$ cat src/rtl/ajb_pkg.sv
// Shared types, codes and defaults for the adaptive jitter buffer.
package ajb_pkg;

   localparam int RING_DEPTH_DEF  = 64;
   localparam int WINDOW_MAX_DEF  = 64;
   localparam int FRAME_MS_DEF    = 20;
   localparam int HANDLE_BITS_DEF = 16;

   localparam int CSR_IDX_W  = 3;
   localparam int CSR_DATA_W = 18;

   localparam logic [CSR_IDX_W-1:0] CSR_BASE_DEPTH    = 3'd0;
   localparam logic [CSR_IDX_W-1:0] CSR_CEILING_DEPTH = 3'd1;
   localparam logic [CSR_IDX_W-1:0] CSR_RESTART_DIST  = 3'd2;
   localparam logic [CSR_IDX_W-1:0] CSR_WINDOW_LEN    = 3'd3;
   localparam logic [CSR_IDX_W-1:0] CSR_QUIET_SPACING = 3'd4;
   localparam logic [CSR_IDX_W-1:0] CSR_PATIENCE      = 3'd5;
   localparam logic [CSR_IDX_W-1:0] CSR_BIAS_BAND     = 3'd6;
   localparam logic [CSR_IDX_W-1:0] CSR_ADAPT_ENABLE  = 3'd7;

   localparam logic [6:0]  BASE_DEPTH_RST    = 7'd3;
   localparam logic [6:0]  CEILING_DEPTH_RST = 7'd10;
   localparam logic [15:0] RESTART_DIST_RST  = 16'd256;
   localparam logic [6:0]  WINDOW_LEN_RST    = 7'd32;
   localparam logic [15:0] QUIET_SPACING_RST = 16'd50;
   localparam logic [15:0] PATIENCE_RST      = 16'd250;
   localparam logic [17:0] BIAS_BAND_RST     = 18'd4096;

   localparam logic [2:0] PS_ACCEPTED  = 3'd0;
   localparam logic [2:0] PS_RESET     = 3'd1;
   localparam logic [2:0] PS_LATE      = 3'd2;
   localparam logic [2:0] PS_OVERFLOW  = 3'd3;
   localparam logic [2:0] PS_DUPLICATE = 3'd4;

   localparam logic [1:0] PK_STARVED  = 2'd0;
   localparam logic [1:0] PK_INSERTED = 2'd1;
   localparam logic [1:0] PK_FRAME    = 2'd2;
   localparam logic [1:0] PK_LOST     = 2'd3;

   typedef struct packed {
      logic load;
      logic idx_start;
      logic idx_step;
      logic rd_slot;
      logic push_dec;
      logic obs_start;
      logic mod_step;
      logic win_write;
      logic scan_init;
      logic scan_step;
      logic tgt_init;
      logic tgt_step;
      logic tgt_fin;
      logic push_fin;
      logic pop_a;
      logic pop_b;
      logic play;
   } ajb_cmd_type;

   typedef struct packed {
      logic mode;
      logic adapt;
      logic idx_done;
      logic obs_go;
      logic ptr_ok;
      logic fill_lt2;
      logic scan_done;
      logic tgt_done;
      logic pop_quit;
      logic pb_insert;
      logic pb_skip;
   } ajb_stat_type;

endpackage

$ cat src/rtl/ajb_ctrl.sv
// Sequencing state machine of the adaptive jitter buffer.
module ajb_ctrl (
   input  logic                  clock,
   input  logic                  reset,
   input  logic                  start,
   output logic                  busy,
   output logic                  rsp_valid,
   input  ajb_pkg::ajb_stat_type stat,
   output ajb_pkg::ajb_cmd_type  cmd
);
   import ajb_pkg::*;

   localparam logic [3:0] S_IDLE   = 4'd0;
   localparam logic [3:0] S_ISTART = 4'd1;
   localparam logic [3:0] S_IDX    = 4'd2;
   localparam logic [3:0] S_PDEC   = 4'd3;
   localparam logic [3:0] S_OBS    = 4'd4;
   localparam logic [3:0] S_MOD    = 4'd5;
   localparam logic [3:0] S_CHK    = 4'd6;
   localparam logic [3:0] S_SCAN   = 4'd7;
   localparam logic [3:0] S_TGT    = 4'd8;
   localparam logic [3:0] S_PFIN   = 4'd9;
   localparam logic [3:0] S_POPA   = 4'd10;
   localparam logic [3:0] S_POPB   = 4'd11;
   localparam logic [3:0] S_PLAY   = 4'd12;

   logic [3:0] state_ff, state_in;
   logic       second_ff, second_in;
   logic       rsp_valid_ff, rsp_valid_in;

   always_comb begin
      state_in     = state_ff;
      second_in    = second_ff;
      rsp_valid_in = 1'b0;
      cmd          = '0;
      unique case (state_ff)
         S_IDLE: begin
            if (start) begin
               cmd.load  = 1'b1;
               second_in = 1'b0;
               state_in  = S_ISTART;
            end
         end
         S_ISTART: begin
            cmd.idx_start = 1'b1;
            state_in      = S_IDX;
         end
         S_IDX: begin
            if (stat.idx_done) begin
               cmd.rd_slot = 1'b1;
               if (!stat.mode) state_in = S_PDEC;
               else if (second_ff) state_in = S_PLAY;
               else state_in = S_POPA;
            end else begin
               cmd.idx_step = 1'b1;
            end
         end
         S_PDEC: begin
            cmd.push_dec = 1'b1;
            state_in     = stat.obs_go ? S_OBS : S_PFIN;
         end
         S_OBS: begin
            cmd.obs_start = 1'b1;
            state_in      = S_MOD;
         end
         S_MOD: begin
            if (stat.ptr_ok) begin
               cmd.win_write = 1'b1;
               state_in      = S_CHK;
            end else begin
               cmd.mod_step = 1'b1;
            end
         end
         S_CHK: begin
            if (stat.fill_lt2) begin
               state_in = S_PFIN;
            end else begin
               cmd.scan_init = 1'b1;
               state_in      = S_SCAN;
            end
         end
         S_SCAN: begin
            if (stat.scan_done) begin
               cmd.tgt_init = 1'b1;
               state_in     = S_TGT;
            end else begin
               cmd.scan_step = 1'b1;
            end
         end
         S_TGT: begin
            if (stat.tgt_done) begin
               cmd.tgt_fin = 1'b1;
               state_in    = S_PFIN;
            end else begin
               cmd.tgt_step = 1'b1;
            end
         end
         S_PFIN: begin
            cmd.push_fin = 1'b1;
            rsp_valid_in = 1'b1;
            state_in     = S_IDLE;
         end
         S_POPA: begin
            cmd.pop_a = 1'b1;
            if (stat.pop_quit) begin
               rsp_valid_in = 1'b1;
               state_in     = S_IDLE;
            end else begin
               state_in = stat.adapt ? S_POPB : S_PLAY;
            end
         end
         S_POPB: begin
            cmd.pop_b = 1'b1;
            priority if (stat.pb_insert) begin
               rsp_valid_in = 1'b1;
               state_in     = S_IDLE;
            end else if (stat.pb_skip) begin
               second_in = 1'b1;
               state_in  = S_ISTART;
            end else begin
               state_in = S_PLAY;
            end
         end
         S_PLAY: begin
            cmd.play     = 1'b1;
            rsp_valid_in = 1'b1;
            state_in     = S_IDLE;
         end
         default: begin
            state_in = S_IDLE;
         end
      endcase
   end

   always_ff @(posedge clock) begin
      if (reset) begin
         state_ff     <= S_IDLE;
         second_ff    <= 1'b0;
         rsp_valid_ff <= 1'b0;
      end else begin
         state_ff     <= state_in;
         second_ff    <= second_in;
         rsp_valid_ff <= rsp_valid_in;
      end
   end

   assign busy      = (state_ff != S_IDLE);
   assign rsp_valid = rsp_valid_ff;

endmodule

$ cat config.mk
export PLATFORM = sky130hd
export DESIGN_NAME = ajb_ctrl
export DESIGN_NICKNAME = d
export VERILOG_FILES = /design/src/rtl/ajb_pkg.sv /design/src/rtl/ajb_ctrl.sv
export SDC_FILE = /design/constraint.sdc
export NUM_CORES = 1
export LEC_CHECK = 0
export BUFFER_PORTS_ARGS = -buffer_cell sky130_fd_sc_hd__buf_2
export CORE_MARGIN = 2
export CORE_UTILIZATION = 51
export CTS_BUF_LIST = sky130_fd_sc_hd__clkbuf_2 sky130_fd_sc_hd__clkbuf_4 sky130_fd_sc_hd__clkbuf_8
export CTS_CLUSTER_SIZE = 28
export DETAILED_ROUTE_END_ITERATION = 8
export GPL_ROUTABILITY_DRIVEN = 0
export PLACE_DENSITY_LB_ADDON = 0.3
export SETUP_SLACK_MARGIN = 0.4
export SLEW_MARGIN = 10
export SYNTH_ARGS = -nofsm -noshare
export SYNTH_HDL_FRONTEND = slang
export SYNTH_SLANG_ARGS = --single-unit
$ cat constraint.sdc
create_clock -name clock -period 3.3 [get_ports clock]
set_input_delay 0.33 -clock clock [delete_from_list [all_inputs] [get_ports clock]]
set_output_delay 0.33 -clock clock [all_outputs]
set_load 0.01 [all_outputs]
## Yosys cells after proc, flatten, opt, wreduce, memory -nomap -nowiden

Index checks and enable logic that the tools add are counted.

- Register bits after elaboration: 6
- Bits of input ports: 14
- Word-level logic and storage cells: 72

- Equal/unequal tests: 19
- Multiplexer cells: 44
- Reduce and logical (&&, ||, !) cells: 6

Operator list:

| kind | number |
|---|---|
| 2-to-1 mux 4 bit | 11 |
| case mux 4 bit (11 select lines) | 1 |
| 2-to-1 mux 1 bit | 24 |
| equality test 4 bit (second input constant) | 5 |
| equality test 4 x 3 -> 1 bit (second input constant) | 4 |
| inequality test 2 bit (second input constant) | 7 |
| equality test 4 x 2 -> 1 bit (second input constant) | 2 |
| 2-to-1 mux 2 bit | 4 |
| 2-to-1 mux 3 bit | 2 |
| AND reduction 5 bit | 1 |
| equality test 4 x 1 -> 1 bit (second input constant) | 1 |
| logical NOT 4 bit | 1 |
| AND reduction 4 bit | 1 |
| nonzero test 4 bit | 1 |
| case mux 1 bit (3 select lines) | 1 |
| case mux 1 bit (2 select lines) | 1 |
| nonzero test 2 bit | 1 |
| OR reduction 2 bit | 1 |

## Logic depth before layout (Yosys ltp)

- Depth after elaboration: 4
- Depth in mapped cells: 7

## Worst setup path after synthesis

No wires, ideal clock.

- Path type: register -> output
- From: reg state_ff[2]
- To: out cmd[6] (netlist bit)
- Data arrival time: 1223 ps
- Required time: 2970 ps
- Setup slack: 1747 ps
- Stages on the path, launching flop included: 5
- Buffers on the path: 2
- Cells stage by stage: dfxtp_1 -> buf_2 -> buf_1 -> nand2_1 -> nor3_1

RTL lines:

| item | RTL line | source |
|---|---|---|
| start, declared | ajb_ctrl.sv:27 | `logic [3:0] state_ff, state_in;` |
| start signal, assigned | ajb_ctrl.sv:141 | `state_ff <= state_in;` |
| end, declared | ajb_ctrl.sv:9 | `output ajb_pkg::ajb_cmd_type cmd` |

==> impl_metrics.json <==
{
  "p_per_area_nw_per_um2": 410,
  "critPathKind": "reg -> out",
  "holdBufCountCts": 0,
  "period_share_pct": 60.5,
  "numClockSinks": 6,
  "first_pass_iters": 5,
  "dr_wl_met3_um": 127,
  "critPathRequiredTime_ns": 2.97,
  "cts_max_level": 1,
  "cp_top_family": "flip-flops",
  "final_cell_mix": "32 x buf_2, 14 x nor3_1, 10 x nor2_1",
  "grt.total_usage_pct": 22.8,
  "fin_worst_skew_ns": 0.00209,
  "cts-root-buf": "clkbuf_4",
  "dieArea_um2": 1720,
  "timing.final.hold_violations": 0,
  "grt_start_max_net_pins": 24,
  "slew_viol_final": 0,
  "status": "finished clean",
  "slew_headroom_pct": 51.6,
  "ios": 33,
  "fp.dieH_um": 41.5,
  "yosys_warnings": 0,
  "dp.cells": 140,
  "synth_ff_type": "dfxtp_1",
  "gr-total-overflow": 0,
  "routed-via-count": 852,
  "startpoint": "state_ff[1]$_SDFFE_PP0P_",
  "worstSkewPairLatency_ns": 0.24,
  "drive_gt1_share_pct": 33.6,
  "dpl.hpwl_um": 1390,
  "synth_nets": 115,
  "final_cells": 143,
  "synth_cell_types": 40,
  "maxCapViolations": 0,
  "post_cts_resized": 0,
  "syn_inst": 101,
  "area_delta_synth_final_pct": 21.1,
  "die_w_um": 41.5,
  "end_kind": "output port",
  "r2r_setup_slack_ns": 1.39,
  "vdd_drop_max_mv": 0.224,
  "synth-seq-area-share_pct": 16.8,
  "tightest_slew_ns": 0.725,
  "grt_pass1_wl_um": 3170,
  "wirelength_met1_um": 822,
  "netlist_area_um2": 717,
  "cp-start-kind": "register",
  "nFillCells": 121,
  "port-buffer-count": 32,
  "r2r_cells": 5,
  "synth_area_leaders": "dfxtp_1 17%, nor3_1 9.8%, nor2_1 5.2%, nor2b_1 5.2%, a21oi_1 4.2%",
  "postRouteAntennaNets": 0,
  "final_common_cell": "buf_2",
  "avgSynthCellArea_um2": 7.10,
  "period_needed_ns": 2.00,
  "finalPower_mw": 0.356,
  "critPathMaxFanout": 23,
  "highest_layer": "met4",
  "grt_antenna_before_repair": 0,
  "hp-class": "in -> reg",
  "fp-row-count": 13,
  "rsz0062_at_grt": "false",
  "drc": 0,
  "wl_met2_um": 849,
  "numCtsBuffers": 3,
  "drt_wl_total_um": 1820,
  "critPathCapture": "cmd[1]",
  "fmaxAchievable_mhz": 501,
  "finalSetupViolCount": 0,
  "ys_ff_latch": 6,
  "clock_path_buffers": 2,
  "avgRoutedWirePerCell_um": 12.7,
  "async_reset_ff_share_pct": 0,
  "synth-edff-count": 0,
  "critical-path-max-stage-delay_ns": 0.78,
  "synth_top_area_share_pct": 16.8,
  "drtIter0Drc": 8,
  "coreArea_um2": 1300,
  "fin_ws_ns": 1.30,
  "postCtsSetupRepairBufs": 0,
  "clk_pin_slew_ns": 0.04,
  "slowest_stage": "dfxtp_1",
  "yosysTopAreaCell": "dfxtp_1",
  "p_leak_nw": 0.408,
  "crit_buf_inv": 2,
  "fin_hold_ws_ns": 0.329,
  "r2r_end": "state_ff[1]$_SDFFE_PP0P_",
  "tns_ns": 0,
  "path_depth": 4,
  "dp_slack_ns": 1.40,
  "cts_tree": "done",
  "viasPerCell": 5.96,
  "initial_utilization_pct": 55.1,
  "diodes": 0,
  "crit_arrival_ns": 1.67,
  "reg2reg_from": "state_ff[1]$_SDFFE_PP0P_",
  "grt_pass1_vias": 755,
  "final_nets": 144,
  "path_cells": "and2b_1 -> nand3_1 -> inv_1 -> buf_2"
}
-- registers in the layout (all words and copies together), names as in the netlist --
signal / cells
state_ff: 4
second_ff: 1
rsp_valid: 1
-- cell families (layout without fill, tap and decap cells) --
family | count (synthesis) | after routing | synth area share (%)
mux | 2 | 2 | 2.97
flops | 6 | 6 | 16.8
buf+inv | 12 | 39 | 9.07
simple gates | 59 | 59 | 49.2
compound gates | 22 | 22 | 22.0
-- power by group --
group          total [mW]  internal (mW)  switching (mW)
logic               0.170         0.0813          0.0890
registers           0.121         0.0806          0.0402
clock network      0.0649         0.0410          0.0239
-- layer usage --
layer,up-vias,GRT usage (%)
met2,36,35.3
li1,423,-
met4,0,8.39
met5,-,0
met3,2,6.96
met1,391,29.5
-- cells in the mapped netlist, types with 2 or more instances --
library cell	count
inv_1	4
nand3_1	2
buf_4	2
o31ai_1	2
o21ai_0	5
nand2_1	5
nand3b_1	2
buf_2	4
o21bai_1	2
nor2b_1	6
nor3_1	14
and3_1	4
nand2b_1	3
dfxtp_1	6
nor2_1	10
a21oi_1	6
-- metrics by stage --
step,utilization [%],cell area [um2]
floorplan,-,717
global placement,65.0,846
detailed placement,65.0,846
CTS,66.7,868
global route,66.7,868
finish,66.7,868
-- worst min-delay path by stage --
stage | from | endpoint | slack [ns] | depth (start not counted)
detailed placement | second_ff$_SDFFE_PP0P_ | second_ff$_SDFFE_PP0P_ | 0.50 | 2
finish | reset | state_ff[0]$_SDFFE_PP0P_ | 0.33 | 2
global route | reset | state_ff[0]$_SDFFE_PP0P_ | 0.32 | 2
CTS | reset | state_ff[0]$_SDFFE_PP0P_ | 0.32 | 2
global placement | second_ff$_SDFFE_PP0P_ | second_ff$_SDFFE_PP0P_ | 0.48 | 2
floorplan | reset | state_ff[0]$_SDFFE_PP0P_ | 0.40 | 1
-- final cells by class --
class,count,area (um2),share of cell area [%]
multi-input combinational,83,532,61.2
timing repair buffer,32,160,18.4
sequential,6,120,13.8
clock buffer,3,22.5,2.59
tap,15,18.8,2.16
inverter,4,15.0,1.73
(Power assumes the default switching activity.)
